## config.mk

```make
export PLATFORM = sky130hd
export DESIGN_NAME = checked_rational_alu
export DESIGN_NICKNAME = d
export VERILOG_FILES = /design/src/hdl/cra_pkg.sv /design/src/hdl/cra_mul.sv /design/src/hdl/cra_div.sv /design/src/hdl/checked_rational_alu.sv
export SDC_FILE = /design/constraint.sdc
export NUM_CORES = 2
export LEC_CHECK = 0
export BUFFER_PORTS_ARGS = -buffer_cell sky130_fd_sc_hd__buf_2
export CELL_PAD_IN_SITES_DETAIL_PLACEMENT = 1
export CELL_PAD_IN_SITES_GLOBAL_PLACEMENT = 1
export CORE_MARGIN = 8
export CORE_UTILIZATION = 23
export DETAILED_ROUTE_END_ITERATION = 12
export MAX_ROUTING_LAYER = met4
export PLACE_DENSITY_LB_ADDON = 0.1
export SLEW_MARGIN = 40
export SYNTH_ARGS = -nofsm -noshare
export SYNTH_HDL_FRONTEND = slang
export SYNTH_HIERARCHICAL = 1
export SYNTH_SLANG_ARGS = --single-unit
```

## constraint.sdc

```tcl
create_clock -name clock -period 12.9 [get_ports clock]
set_input_delay 1.935 -clock clock [delete_from_list [all_inputs] [get_ports clock]]
set_output_delay 1.935 -clock clock [all_outputs]
set_load 0.02 [all_outputs]
```

## src/hdl/cra_pkg.sv

```systemverilog
package cra_pkg;

   localparam int unsigned WordW = 64;
   localparam int unsigned DenW = 63;
   localparam int unsigned MaxDigits = 18;
   localparam logic [WordW-1:0] S64_MIN = {1'b1, {(WordW-1){1'b0}}};

   typedef enum logic [2:0] {
      OP_ADD = 3'd0,
      OP_SUB = 3'd1,
      OP_MUL = 3'd2,
      OP_DIV = 3'd3,
      OP_NEG = 3'd4,
      OP_DEC = 3'd5
   } op_type;

   typedef enum logic [1:0] {
      STAT_OK     = 2'd0,
      STAT_OVF    = 2'd1,
      STAT_DIV0   = 2'd2,
      STAT_DIGITS = 2'd3
   } stat_type;

   typedef enum logic [3:0] {
      S_IDLE,
      S_CHECK,
      S_MUL_GO,
      S_MUL_WAIT,
      S_COMB,
      S_NORM,
      S_TZ,
      S_GCD,
      S_DIVN_GO,
      S_DIVN_WAIT,
      S_DIVD_GO,
      S_DIVD_WAIT,
      S_DONE
   } state_type;

   // magnitude as unsigned, minimum value maps to 2^63
   function automatic logic [WordW-1:0] mag64(input logic [WordW-1:0] v);
      mag64 = v[WordW-1] ? (~v + 1'b1) : v;
   endfunction

   // decimal scale 10^d for d up to 18
   function automatic logic [WordW-1:0] pow10(input logic [4:0] d);
      case (d)
         5'd0:  pow10 = 64'd1;
         5'd1:  pow10 = 64'd10;
         5'd2:  pow10 = 64'd100;
         5'd3:  pow10 = 64'd1000;
         5'd4:  pow10 = 64'd10000;
         5'd5:  pow10 = 64'd100000;
         5'd6:  pow10 = 64'd1000000;
         5'd7:  pow10 = 64'd10000000;
         5'd8:  pow10 = 64'd100000000;
         5'd9:  pow10 = 64'd1000000000;
         5'd10: pow10 = 64'd10000000000;
         5'd11: pow10 = 64'd100000000000;
         5'd12: pow10 = 64'd1000000000000;
         5'd13: pow10 = 64'd10000000000000;
         5'd14: pow10 = 64'd100000000000000;
         5'd15: pow10 = 64'd1000000000000000;
         5'd16: pow10 = 64'd10000000000000000;
         5'd17: pow10 = 64'd100000000000000000;
         5'd18: pow10 = 64'd1000000000000000000;
         default: pow10 = 64'd1;
      endcase
   endfunction

endpackage

```

## src/hdl/cra_mul.sv

```systemverilog
module cra_mul (
   input  logic        clock,
   input  logic        reset,
   input  logic        start,
   input  logic [63:0] a,
   input  logic [63:0] b,
   output logic        done,
   output logic        ovf,
   output logic [63:0] prod
);
   import cra_pkg::*;

   logic        busy_ff, busy_in;
   logic        done_ff, done_in;
   logic [5:0]  cnt_ff, cnt_in;
   logic [63:0] hi_ff, hi_in;
   logic [63:0] lo_ff, lo_in;
   logic [63:0] mc_ff, mc_in;
   logic        neg_ff, neg_in;
   logic        spec_ff, spec_in;
   logic [64:0] sum;

   // shift-add over magnitudes, one multiplier bit a cycle
   always_comb begin
      busy_in = busy_ff;
      done_in = 1'b0;
      cnt_in  = cnt_ff;
      hi_in   = hi_ff;
      lo_in   = lo_ff;
      mc_in   = mc_ff;
      neg_in  = neg_ff;
      spec_in = spec_ff;
      sum     = {1'b0, hi_ff} + (lo_ff[0] ? {1'b0, mc_ff} : 65'd0);
      if (start) begin
         busy_in = 1'b1;
         cnt_in  = '0;
         hi_in   = '0;
         lo_in   = mag64(b);
         mc_in   = mag64(a);
         neg_in  = a[63] ^ b[63];
         spec_in = (a == S64_MIN && b == 64'd1) || (b == S64_MIN && a == 64'd1);
      end else if (busy_ff) begin
         hi_in  = sum[64:1];
         lo_in  = {sum[0], lo_ff[63:1]};
         cnt_in = cnt_ff + 6'd1;
         if (cnt_ff == 6'd63) begin
            busy_in = 1'b0;
            done_in = 1'b1;
         end
      end
   end

   always_ff @(posedge clock) begin
      if (reset) begin
         busy_ff <= 1'b0;
         done_ff <= 1'b0;
      end else begin
         busy_ff <= busy_in;
         done_ff <= done_in;
      end
      cnt_ff  <= cnt_in;
      hi_ff   <= hi_in;
      lo_ff   <= lo_in;
      mc_ff   <= mc_in;
      neg_ff  <= neg_in;
      spec_ff <= spec_in;
   end

   // any magnitude above 2^63-1 is flagged, minimum times one excepted
   assign done = done_ff;
   assign ovf  = ((hi_ff != 64'd0) || lo_ff[63]) && !spec_ff;
   assign prod = neg_ff ? (~lo_ff + 64'd1) : lo_ff;

endmodule

```

## src/hdl/cra_div.sv

```systemverilog
module cra_div (
   input  logic        clock,
   input  logic        reset,
   input  logic        start,
   input  logic [63:0] dividend,
   input  logic [63:0] divisor,
   output logic        done,
   output logic [63:0] quot
);
   logic        busy_ff, busy_in;
   logic        done_ff, done_in;
   logic [5:0]  cnt_ff, cnt_in;
   logic [63:0] r_ff, r_in;
   logic [63:0] q_ff, q_in;
   logic [63:0] d_ff, d_in;
   logic [64:0] trial;
   logic [64:0] diff;
   logic        ge;

   // restoring division, one quotient bit a cycle
   always_comb begin
      busy_in = busy_ff;
      done_in = 1'b0;
      cnt_in  = cnt_ff;
      r_in    = r_ff;
      q_in    = q_ff;
      d_in    = d_ff;
      trial   = {r_ff, q_ff[63]};
      diff    = trial - {1'b0, d_ff};
      ge      = trial >= {1'b0, d_ff};
      if (start) begin
         busy_in = 1'b1;
         cnt_in  = '0;
         r_in    = '0;
         q_in    = dividend;
         d_in    = divisor;
      end else if (busy_ff) begin
         r_in   = ge ? diff[63:0] : trial[63:0];
         q_in   = {q_ff[62:0], ge};
         cnt_in = cnt_ff + 6'd1;
         if (cnt_ff == 6'd63) begin
            busy_in = 1'b0;
            done_in = 1'b1;
         end
      end
   end

   always_ff @(posedge clock) begin
      if (reset) begin
         busy_ff <= 1'b0;
         done_ff <= 1'b0;
      end else begin
         busy_ff <= busy_in;
         done_ff <= done_in;
      end
      cnt_ff <= cnt_in;
      r_ff   <= r_in;
      q_ff   <= q_in;
      d_ff   <= d_in;
   end

   assign done = done_ff;
   assign quot = q_ff;

endmodule

```

## src/hdl/checked_rational_alu.sv

```systemverilog
// channel   direction  handshake            word
// req_      in         req_valid/req_ready  opcode, two rationals, digit count
// rsp_      out        rsp_valid/rsp_ready  reduced rational and status
//
// one request in flight; req_ready is high only while the sequencer is idle
// a word runs up to three 64-bit products through the serial multiplier, a
// binary gcd with the factor-of-two strip that takes one step a cycle, and
// the two reducing divides
// synchronous active-high reset clears the sequencer and the output valid
// a finished word waits in the output register; a new request is taken
// while it is still held, the next result then waits for rsp_ready
module checked_rational_alu (
   input  logic        clock,
   input  logic        reset,
   input  logic        req_valid,
   output logic        req_ready,
   input  logic [2:0]  req_type,
   input  logic [63:0] req_a_num,
   input  logic [62:0] req_a_den,
   input  logic [63:0] req_b_num,
   input  logic [62:0] req_b_den,
   input  logic [4:0]  req_digit_count,
   output logic        rsp_valid,
   input  logic        rsp_ready,
   output logic [63:0] rsp_res_num,
   output logic [62:0] rsp_res_den,
   output logic [1:0]  rsp_status
);
   import cra_pkg::*;

   state_type   state_ff, state_in;
   logic [2:0]  op_ff, op_in;
   logic [63:0] an_ff, an_in;
   logic [63:0] bn_ff, bn_in;
   logic [62:0] ad_ff, ad_in;
   logic [62:0] bd_ff, bd_in;
   logic [4:0]  dc_ff, dc_in;
   logic [1:0]  mstep_ff, mstep_in;
   logic [63:0] p0_ff, p0_in;
   logic [63:0] p1_ff, p1_in;
   logic [63:0] p2_ff, p2_in;
   logic [63:0] n_ff, n_in;
   logic [63:0] d_ff, d_in;
   logic        neg_ff, neg_in;
   logic [63:0] mn_ff, mn_in;
   logic [63:0] dm_ff, dm_in;
   logic [63:0] u_ff, u_in;
   logic [63:0] v_ff, v_in;
   logic [5:0]  k_ff, k_in;
   logic [63:0] g_ff, g_in;
   logic [63:0] qn_ff, qn_in;
   stat_type    stat_ff, stat_in;
   logic [63:0] resn_ff, resn_in;
   logic [62:0] resd_ff, resd_in;
   logic        rsp_valid_ff, rsp_valid_in;
   logic [63:0] rsp_num_ff, rsp_num_in;
   logic [62:0] rsp_den_ff, rsp_den_in;
   stat_type    rsp_stat_ff, rsp_stat_in;

   // shared units
   logic        mul_start, mul_done, mul_ovf;
   logic [63:0] mul_a, mul_b, mul_prod;
   logic        div_start, div_done;
   logic [63:0] div_dividend, div_quot;

   logic [63:0] ad64, bd64, scale;
   logic [1:0]  mlast;
   logic [64:0] comb_sum;
   logic [63:0] nn, dd;

   assign ad64  = {1'b0, ad_ff};
   assign bd64  = {1'b0, bd_ff};
   assign scale = pow10(dc_ff);

   // operand pairs for each product, in the order they are formed
   always_comb begin
      mul_a = an_ff;
      mul_b = bd64;
      mlast = 2'd0;
      case (op_ff)
         OP_ADD, OP_SUB: begin
            mlast = 2'd2;
            case (mstep_ff)
               2'd0:    begin mul_a = an_ff; mul_b = bd64;  end
               2'd1:    begin mul_a = bn_ff; mul_b = ad64;  end
               default: begin mul_a = ad64;  mul_b = bd64;  end
            endcase
         end
         OP_MUL: begin
            mlast = 2'd1;
            if (mstep_ff == 2'd0) begin
               mul_a = an_ff;
               mul_b = bn_ff;
            end else begin
               mul_a = ad64;
               mul_b = bd64;
            end
         end
         OP_DIV: begin
            mlast = 2'd1;
            if (mstep_ff == 2'd0) begin
               mul_a = an_ff;
               mul_b = bd64;
            end else begin
               mul_a = ad64;
               mul_b = bn_ff;
            end
         end
         OP_DEC: begin
            mlast = 2'd0;
            mul_a = an_ff;
            mul_b = scale;
         end
         default: begin
            mlast = 2'd0;
         end
      endcase
   end

   assign mul_start = (state_ff == S_MUL_GO);
   assign div_start = (state_ff == S_DIVN_GO) || (state_ff == S_DIVD_GO);
   assign div_dividend = ((state_ff == S_DIVN_GO) || (state_ff == S_DIVN_WAIT)) ? mn_ff : dm_ff;

   cra_mul u_mul (
      .clock (clock),
      .reset (reset),
      .start (mul_start),
      .a     (mul_a),
      .b     (mul_b),
      .done  (mul_done),
      .ovf   (mul_ovf),
      .prod  (mul_prod)
   );

   cra_div u_div (
      .clock    (clock),
      .reset    (reset),
      .start    (div_start),
      .dividend (div_dividend),
      .divisor  (g_ff),
      .done     (div_done),
      .quot     (div_quot)
   );

   always_comb begin
      state_in     = state_ff;
      op_in        = op_ff;
      an_in        = an_ff;
      bn_in        = bn_ff;
      ad_in        = ad_ff;
      bd_in        = bd_ff;
      dc_in        = dc_ff;
      mstep_in     = mstep_ff;
      p0_in        = p0_ff;
      p1_in        = p1_ff;
      p2_in        = p2_ff;
      n_in         = n_ff;
      d_in         = d_ff;
      neg_in       = neg_ff;
      mn_in        = mn_ff;
      dm_in        = dm_ff;
      u_in         = u_ff;
      v_in         = v_ff;
      k_in         = k_ff;
      g_in         = g_ff;
      qn_in        = qn_ff;
      stat_in      = stat_ff;
      resn_in      = resn_ff;
      resd_in      = resd_ff;
      rsp_num_in   = rsp_num_ff;
      rsp_den_in   = rsp_den_ff;
      rsp_stat_in  = rsp_stat_ff;
      rsp_valid_in = rsp_valid_ff && !rsp_ready;
      comb_sum     = '0;
      nn           = n_ff;
      dd           = d_ff;

      case (state_ff)
         S_IDLE: begin
            if (req_valid) begin
               op_in    = req_type;
               an_in    = req_a_num;
               ad_in    = req_a_den;
               bn_in    = req_b_num;
               bd_in    = req_b_den;
               dc_in    = req_digit_count;
               mstep_in = '0;
               state_in = S_CHECK;
            end
         end

         // early outs: zero denominators, zero divisor, negate, digit range, reserved opcodes
         S_CHECK: begin
            stat_in  = STAT_OK;
            resn_in  = '0;
            resd_in  = '0;
            state_in = S_DONE;
            if (op_ff <= OP_DIV && (ad_ff == '0 || bd_ff == '0)) begin
               stat_in = STAT_DIV0;
            end else if (op_ff == OP_NEG && ad_ff == '0) begin
               stat_in = STAT_DIV0;
            end else if (op_ff == OP_DIV && bn_ff == '0) begin
               stat_in = STAT_DIV0;
            end else if (op_ff == OP_NEG) begin
               if (an_ff == S64_MIN) begin
                  stat_in = STAT_OVF;
               end else begin
                  n_in     = ~an_ff + 64'd1;
                  d_in     = ad64;
                  state_in = S_NORM;
               end
            end else if (op_ff == OP_DEC) begin
               if (dc_ff > 5'(MaxDigits)) begin
                  stat_in = STAT_DIGITS;
               end else begin
                  state_in = S_MUL_GO;
               end
            end else if (op_ff <= OP_DIV) begin
               state_in = S_MUL_GO;
            end else begin
               stat_in = STAT_OVF;
            end
         end

         S_MUL_GO: begin
            state_in = S_MUL_WAIT;
         end

         S_MUL_WAIT: begin
            if (mul_done) begin
               if (mul_ovf) begin
                  stat_in  = STAT_OVF;
                  state_in = S_DONE;
               end else begin
                  case (mstep_ff)
                     2'd0:    p0_in = mul_prod;
                     2'd1:    p1_in = mul_prod;
                     default: p2_in = mul_prod;
                  endcase
                  if (mstep_ff == mlast) begin
                     state_in = S_COMB;
                  end else begin
                     mstep_in = mstep_ff + 2'd1;
                     state_in = S_MUL_GO;
                  end
               end
            end
         end

         // form numerator and denominator, checking the sum or difference
         S_COMB: begin
            state_in = S_NORM;
            case (op_ff)
               OP_ADD: begin
                  comb_sum = {p0_ff[63], p0_ff} + {p1_ff[63], p1_ff};
                  n_in     = comb_sum[63:0];
                  d_in     = p2_ff;
               end
               OP_SUB: begin
                  comb_sum = {p0_ff[63], p0_ff} - {p1_ff[63], p1_ff};
                  n_in     = comb_sum[63:0];
                  d_in     = p2_ff;
               end
               OP_DEC: begin
                  comb_sum = {p0_ff[63], p0_ff} + {bn_ff[63], bn_ff};
                  n_in     = comb_sum[63:0];
                  d_in     = scale;
               end
               default: begin
                  n_in = p0_ff;
                  d_in = p1_ff;
               end
            endcase
            if (comb_sum[64] != comb_sum[63]) begin
               stat_in  = STAT_OVF;
               state_in = S_DONE;
            end
         end

         // move the sign to the numerator, then reduce
         S_NORM: begin
            if (d_ff[63]) begin
               nn = ~n_ff + 64'd1;
               dd = ~d_ff + 64'd1;
            end
            if (d_ff[63] && (n_ff == S64_MIN || d_ff == S64_MIN)) begin
               stat_in  = STAT_OVF;
               state_in = S_DONE;
            end else if (nn == '0) begin
               resn_in  = '0;
               resd_in  = 63'd1;
               state_in = S_DONE;
            end else begin
               neg_in   = nn[63];
               mn_in    = mag64(nn);
               dm_in    = dd;
               u_in     = mag64(nn);
               v_in     = dd;
               k_in     = '0;
               state_in = S_TZ;
            end
         end

         // strip common factors of two
         S_TZ: begin
            if (!u_ff[0] && !v_ff[0]) begin
               u_in = u_ff >> 1;
               v_in = v_ff >> 1;
               k_in = k_ff + 6'd1;
            end else begin
               state_in = S_GCD;
            end
         end

         // binary gcd, one shift or subtract a cycle
         S_GCD: begin
            if (u_ff == '0 || v_ff == '0) begin
               g_in     = (u_ff | v_ff) << k_ff;
               state_in = S_DIVN_GO;
            end else if (!u_ff[0]) begin
               u_in = u_ff >> 1;
            end else if (!v_ff[0]) begin
               v_in = v_ff >> 1;
            end else if (u_ff >= v_ff) begin
               u_in = u_ff - v_ff;
            end else begin
               v_in = v_ff - u_ff;
            end
         end

         S_DIVN_GO: begin
            state_in = S_DIVN_WAIT;
         end

         S_DIVN_WAIT: begin
            if (div_done) begin
               qn_in    = div_quot;
               state_in = S_DIVD_GO;
            end
         end

         S_DIVD_GO: begin
            state_in = S_DIVD_WAIT;
         end

         S_DIVD_WAIT: begin
            if (div_done) begin
               resn_in  = neg_ff ? (~qn_ff + 64'd1) : qn_ff;
               resd_in  = div_quot[62:0];
               state_in = S_DONE;
            end
         end

         // hand the word to the output register once it is free
         S_DONE: begin
            if (!rsp_valid_ff || rsp_ready) begin
               rsp_valid_in = 1'b1;
               rsp_stat_in  = stat_ff;
               rsp_num_in   = (stat_ff == STAT_OK) ? resn_ff : '0;
               rsp_den_in   = (stat_ff == STAT_OK) ? resd_ff : '0;
               state_in     = S_IDLE;
            end
         end

         default: begin
            state_in = S_IDLE;
         end
      endcase
   end

   always_ff @(posedge clock) begin
      if (reset) begin
         state_ff     <= S_IDLE;
         rsp_valid_ff <= 1'b0;
      end else begin
         state_ff     <= state_in;
         rsp_valid_ff <= rsp_valid_in;
      end
      op_ff       <= op_in;
      an_ff       <= an_in;
      bn_ff       <= bn_in;
      ad_ff       <= ad_in;
      bd_ff       <= bd_in;
      dc_ff       <= dc_in;
      mstep_ff    <= mstep_in;
      p0_ff       <= p0_in;
      p1_ff       <= p1_in;
      p2_ff       <= p2_in;
      n_ff        <= n_in;
      d_ff        <= d_in;
      neg_ff      <= neg_in;
      mn_ff       <= mn_in;
      dm_ff       <= dm_in;
      u_ff        <= u_in;
      v_ff        <= v_in;
      k_ff        <= k_in;
      g_ff        <= g_in;
      qn_ff       <= qn_in;
      stat_ff     <= stat_in;
      resn_ff     <= resn_in;
      resd_ff     <= resd_in;
      rsp_num_ff  <= rsp_num_in;
      rsp_den_ff  <= rsp_den_in;
      rsp_stat_ff <= rsp_stat_in;
   end

   assign req_ready   = (state_ff == S_IDLE);
   assign rsp_valid   = rsp_valid_ff;
   assign rsp_res_num = rsp_num_ff;
   assign rsp_res_den = rsp_den_ff;
   assign rsp_status  = rsp_stat_ff;

   // a failed word carries a zero pair
   a_fail_zero: assert property (@(posedge clock) disable iff (reset)
      rsp_valid_ff && rsp_stat_ff != STAT_OK |-> rsp_num_ff == '0 && rsp_den_ff == '0)
      else $error("failed word with nonzero payload");

   // a good word has a positive denominator, and zero reads as 0/1
   a_ok_den: assert property (@(posedge clock) disable iff (reset)
      rsp_valid_ff && rsp_stat_ff == STAT_OK |-> rsp_den_ff != '0 &&
      (rsp_num_ff != '0 || rsp_den_ff == 63'd1))
      else $error("bad denominator on good word");

   // shared units finish only while the sequencer waits on them
   a_mul_done: assert property (@(posedge clock) disable iff (reset)
      mul_done |-> state_ff == S_MUL_WAIT)
      else $error("multiplier done outside wait");

   a_div_done: assert property (@(posedge clock) disable iff (reset)
      div_done |-> state_ff == S_DIVN_WAIT || state_ff == S_DIVD_WAIT)
      else $error("divider done outside wait");

   // gcd is never zero when the divides start
   a_gcd_nz: assert property (@(posedge clock) disable iff (reset)
      state_ff == S_DIVN_GO |-> g_ff != '0)
      else $error("zero gcd");

endmodule

```

**After elaboration in Yosys (flattened, before gate mapping)**

Memories as Yosys holds them, arrays and structs flattened. A register that Yosys moved wholly into a read port is not among the register bits.
Cells that the tools add are included.

- Word-level logic and storage cells: 322
- Memory bits (read-only): 1792
- Memories kept: 1
- Input port bits: 266
- Register bits after elaboration: 1640

Memory list:

| name | depth | width | rd ports | clocked after Yosys merged registers in | wr ports | RTL line | source |
|---|---|---|---|---|---|---|---|
| (no name shown) | 32 | 56 | 1 | 1 | 0 | cra_pkg.sv:47 | `case (d)` |

- Bitwise operators: 16
- $add $sub $neg: 19
- Equal/unequal tests: 55
- Shift operators: 1
- Reduce and logical (&&, ||, !) cells: 64
- Magnitude comparators: 4
- Mux-type cells: 117

Operators with widths:

| operator | count |
|---|---|
| two-way mux 64 bit | 44 |
| case mux 64 bit (3 select lines) | 4 |
| case mux 64 bit (2 select lines) | 5 |
| adder 64 x 1 -> 64 bit (second input constant) | 8 |
| NOT 64 bit | 8 |
| equality test 64 bit (second input constant) | 5 |
| two-way mux 63 bit | 5 |
| logical NOT 64 bit | 4 |
| case mux 64 bit (4 select lines) | 1 |
| case mux 65 bit (3 select lines) | 1 |
| subtractor 64 bit | 3 |
| case mux 63 bit (3 select lines) | 1 |
| adder 64 x 64 -> 65 bit | 2 |
| equality test 64 x 1 -> 1 bit (second input constant) | 2 |
| logical NOT 63 bit | 2 |
| two-way mux 4 bit | 19 |
| adder 64 x 65 -> 65 bit | 1 |
| greater-or-equal comparator 65 x 64 -> 1 bit | 1 |
| two-way mux 65 bit | 1 |
| subtractor 64 x 64 -> 65 bit | 1 |
| greater-or-equal comparator 64 bit | 1 |
| OR 64 bit | 1 |
| nonzero test 64 bit | 1 |
| << shifter 64 x 6 -> 64 bit | 1 |
| other kinds (46) | 154 |

**Depth between registers and ports, before layout**

- Word-level depth: 10
- Gate-level depth with buffers: 20
- Gate-level depth less buffers: 17

**Modules after synthesis**

The synthesis kept the hierarchy.

By module, submodules not included:

| module | cells each | instances | area each (um^2) | sequential area each (um^2) |
|---|---|---|---|---|
| checked_rational_alu | 8155 | 1 | 82172.6 | 38146.6 |
| cra_mul | 1765 | 1 | 15230.9 | 5345.1 |
| cra_div | 1216 | 1 | 11991.5 | 5285.1 |

**Worst setup path before layout**

Ideal clock, no wire load.

- Path kind: register to register
- Start: reg d_ff[63] (netlist name)
- End: reg dm_ff[0], enable pin
- Arrival: 12.414 ns
- Setup time: 0.776 ns
- Cell stages (with the launch flop): 18
- Period minus slack after synthesis: 13.190 ns
- Slack: -0.290 ns
- Buffers on the path: 7
- Cell sequence: edfxtp_1 > clkbuf_1 > clkbuf_1 > buf_1 > clkbuf_1 > buf_1 > clkbuf_1 > buf_1 > mux2i_1 > ha_1 > nand2_1 > a211oi_1 > and4_1 > nand4bb_1 > nor4b_2 > and3_1 > and3_4 > nor3_1

RTL lines:

| item | RTL line | source |
|---|---|---|
| to (signal assigned) | checked_rational_alu.sv:393 | `dm_ff <= dm_in;` |
| to (decl) | checked_rational_alu.sv:46 | `logic [63:0] dm_ff, dm_in;` |

**Worst setup path after layout**

- Start: reg mstep_ff[1]
- End: reg u_mul.lo_ff[59], data pin

- Longest elaborated chain between the ends: 7
- Elaborated cells between the ends (all ways): 10

Ends and longest elaborated chain:

| item | RTL line | source |
|---|---|---|
| from (decl) | checked_rational_alu.sv:38 | `logic [1:0] mstep_ff, mstep_in;` |
| from (signal assigned) | checked_rational_alu.sv:385 | `mstep_ff <= mstep_in;` |
| equality test 2 x 1 -> 1 bit / logical NOT 2 bit (equally long branches) | checked_rational_alu.sv:83, checked_rational_alu.sv:91, checked_rational_alu.sv:101 |  |
| two-way mux 63 bit, or another cell as far along | checked_rational_alu.sv:83 | `case (mstep_ff)` |
| case mux 64 bit (4 select lines) (*) | checked_rational_alu.sv:80 | `case (op_ff)` |
| net mul_b[19] | checked_rational_alu.sv:62 | `logic [63:0] mul_a, mul_b, mul_prod;` |
| NOT 64 bit (*) | cra_pkg.sv:42 | `mag64 = v[WordW-1] ? (~v + 1'b1) : v;` |
| adder 64 x 1 -> 64 bit (*) | cra_pkg.sv:42 |  |
| two-way mux 64 bit (*) | cra_pkg.sv:42 |  |
| two-way mux 64 bit (*) | cra_mul.sv:34 | `if (start) begin` |
| net u_mul.lo_in[59] | cra_mul.sv:17 | `logic [63:0] lo_ff, lo_in;` |
| to (signal assigned) | cra_mul.sv:63 | `lo_ff <= lo_in;` |
| to (decl) | cra_mul.sv:17 |  |

The timed path passes the listed nets; every way through them passes the cells marked *.
A chain may end at the register's enable or synchronous reset.

==> summary.md <==
| Metric | Value |
|---|---|
| Worst-path cell chain | `inv_1, ha_2, buf_4, buf_4, nor2_1, a211oi_1, nor2_4, buf_4, nand2_1, nand2_1, or4_1, nor3_1, nand3_1, or4_1, or4_1, or2_1, or3_1, o31ai_1, xor2_1, a21oi_1` |
| CTS sink cnt | `1691` |
| Ys flop type | `edfxtp_1` |
| Cell at the slowest stage of the critical path | `or4_1` |
| Initial antenna violation count | `58` |
| Post-route minimum period | `7.165 ns` |
| CTS max path bufs | `4` |
| Yosys cell types | `118` |
| R2r worst-path depth | `20` |
| Final GP Congestion | `0.9306` |
| First-pass GRT wire length | `813100 µm` |
| Die width | `705.7 µm` |
| Final core occ | `0.2686` |
| Hold buffers post-CTS | `0` |
| Routed Antenna Nets | `0` |
| Syn nets | `11.94k` |
| Crit path max fanout | `51` |
| Setup Viol. Count Final | `0` |
| Vias post-DR | `94.36k` |
| Vias in the first global route | `96.28k` |
| Syn_area_per_cell | `9.824 µm²` |
| Final Instance Area | `127400 µm²` |
| Initial Utilization | `0.2307` |
| Wire per inst | `33.55 µm` |
| Hold Startpoint | `g_ff[39]` |
| Postcts setup bufs | `0` |
| Nets@finish | `12.13k` |
| Pwr Density | `240.7 nW/µm²` |
| H-tree depth | `4` |
| CORE AREA | `474200 µm²` |
| Worst slew margin relative to its limit | `0.3478` |
| Origin of the critical flop-to-flop path | `mstep_ff[1]` |
| Gr usage total | `0.2353` |
| Clock input transition at the sequential cells of the worst setup and hold paths | `0.08 ns` |
| Post-DP HPWL | `486000 µm` |
| Ys async rst share | `0` |
| Max Fclk | `139.6 MHz` |
| Final WL | `597100 µm` |
| Die area | `498000 µm²` |
| Final hold violation count | `0` |
| Skew final | `0.1418 ns` |
| DR vias/cell | `5.302` |
| Post-Synthesis Cells | `11.14k` |
| Final Max Tran Viols | `0` |
| Clk root buf | `clkbuf_16` |
| Synth Warn # | `6` |
| Max IR drop VDD | `0.0001452 V` |
| WP data arrival | `7.83 ns` |
| IO Pins | `397` |
| CTS tree | `done` |
| Kind of critical path | `reg -> reg` |
| Worst Setup Start Kind | `register` |
| Worst-Margin Slew | `0.9681 ns` |
| RSZ-0062 raised after global routing | `false` |
| Hold Path Depth | `0` |
| Area growth syn-to-layout | `16.45%` |
| Initial detailed-routing violation count | `8592` |
| Layout cells sized above 1 | `0.1305` |
| Drt pass-1 iters | `9` |
| Post-CTS Resized | `0` |
| Placed Instance Area | `119400 µm²` |
| Rows | `253` |
| Worst setup EP type | `register` |
| Reg area | `48780 µm²` |
| Period utilisation layout | `0.5554` |
| Total CTS buffers | `218` |
| Area of the multi-input gates | `56870 µm²` |
| Seq/Total Area, Yosys | `0.4459` |
| Fin worst setup slack | `5.735 ns` |
| Status | `finished clean` |
| R2R Setup Slk | `5.74 ns` |
| Number of synthesized flops with an enable pin | `1491` |
| Synthesized area | `109400 µm²` |
| Largest net degree at the start of global routing | `123` |
| Die H | `705.7 µm` |
| Class of the tightest hold or removal check | `reg -> reg` |
| Critical Path Start | `mstep_ff[1]` |
| Pre-CTS WS | `6.011 ns` |
| Grt total ovfl | `0` |
| Clock latency at the later pin of the worst-skew pair | `1.00 ns` |
| Critical Path RT | `13.56 ns` |
| LEAKAGE | `0.04553 µW` |
| Total negative slack | `0 ns` |
| Number of port buffers | `396` |
| Max-cap violations | `0` |
| Tot Pwr | `30660 µW` |
| Drt drc | `0` |
| Layout filler cell count | `53.56k` |
| Yosys reg bits | `1691` |
| Worst path max stage delay | `0.66 ns` |
metrics by stage:
| stage | hold slack, ns | instances |
|---|---|---|
| 4_1_cts | 0.3783 | 17745 |
| 2_1_floorplan | 0.4003 | 11136 |
| 3_3_place_gp | 0.4074 | 17315 |
| 5_1_grt | 0.4105 | 17779 |
| 6_report | 0.3771 | 17795 |
| 3_5_place_dp | 0.4063 | 17341 |
synthesized netlist by cell type (all sizes together), types with 162 or more instances:
library cell,instances,area (µm²)
a21oi,945,4748
and2,290,1814
clkbuf,554,2081
dfxtp,200,4004
edfxtp,1491,44770
ha,534,6681
inv,525,1971
mux2,190,2140
nand2,818,3073
nor2,847,3179
nor3,199,1012
nor4,216,1388
o21ai,751,3785
o22ai,162,1026
o31ai,197,1534
xnor2,562,4922
xor2,281,2476
worst paths after layout:
kind                     end
max reg2reg  u_mul/lo_ff[59]
max          u_mul/lo_ff[59]
min           u_div/d_ff[39]
min reg2reg   u_div/d_ff[39]
layout by cell type, fill, tap and decap left out, types with 75 or more instances in the layout:
cell and instances:
mux2i_1 131, nor2_1 833, nor2b_1 90, a21oi_1 928, or4_1 80, o21bai_1 144, mux2_2 190, clkbuf_16 222
ha_1 532, a222oi_1 88, o22ai_1 160, or3_1 102, a211oi_1 117, nor3_1 187, nand4_1 142, and2_1 287
a21o_1 153, a22oi_1 113, xor2_1 278, o31ai_1 192, nand3_1 138, dfxtp_1 196, a31oi_1 75, buf_4 183
inv_1 519, buf_2 402, xnor2_1 534, edfxtp_1 1491, nand2_1 811, a221oi_1 78, o21ai_0 705, nor4_1 192
cells by family (layout without fill, tap and decap cells):
| kind of cell | Yosys count | after routing | share of synthesized area |
|---|---|---|---|
| flops | 1691 | 1691 | 0.4459 |
| fa+ha+maj | 541 | 541 | 0.06236 |
| xor+xnor | 843 | 843 | 0.06763 |
| other cells | 0 | 37 | 0 |
| compound gates | 3334 | 3334 | 0.1978 |
| simple gates | 3159 | 3159 | 0.1427 |
| mux | 370 | 370 | 0.04163 |
| buf+inv | 1198 | 1573 | 0.04207 |
where the power goes:
group	internal, µW	switching (µW)	total, µW
Clock	3870	2670	6540
Sequential	8110	2010	10100
Combinational	4360	9650	14000
metal layers:
layer,GRT usage,vias up,wire length (µm)
met3,0.02601,844,26780
met1,0.2927,48469,255700
li1,-,42100,-
met4,0.09723,0,30510
met5,-,-,0
met2,0.3892,2943,284100
worst max-delay path: cells and delay by family (launching register included):
family / cells / cell delay, ns
and+or+nand+nor: 11 / 3.88
buffers and inverters: 4 / 1.36
AOI/OAI and AO/OA: 3 / 0.74
DFF: 1 / 0.40
adders and majority gates: 1 / 0.19
xor gates and xnor gates: 1 / 0.18
final cells by class:
| cell class | instances | area share |
|---|---|---|
| clock buffers | 254 | 0.04490 |
| clock inverters | 150 | 0.01422 |
| repair buffers | 635 | 0.03357 |
| diodes | 37 | 0.0007268 |
| flip-flops and latches | 1691 | 0.3830 |
| multi-input cells | 8247 | 0.4465 |
| well taps | 6247 | 0.06136 |
| inverters | 534 | 0.01579 |
(Power assumes the default switching activity.)
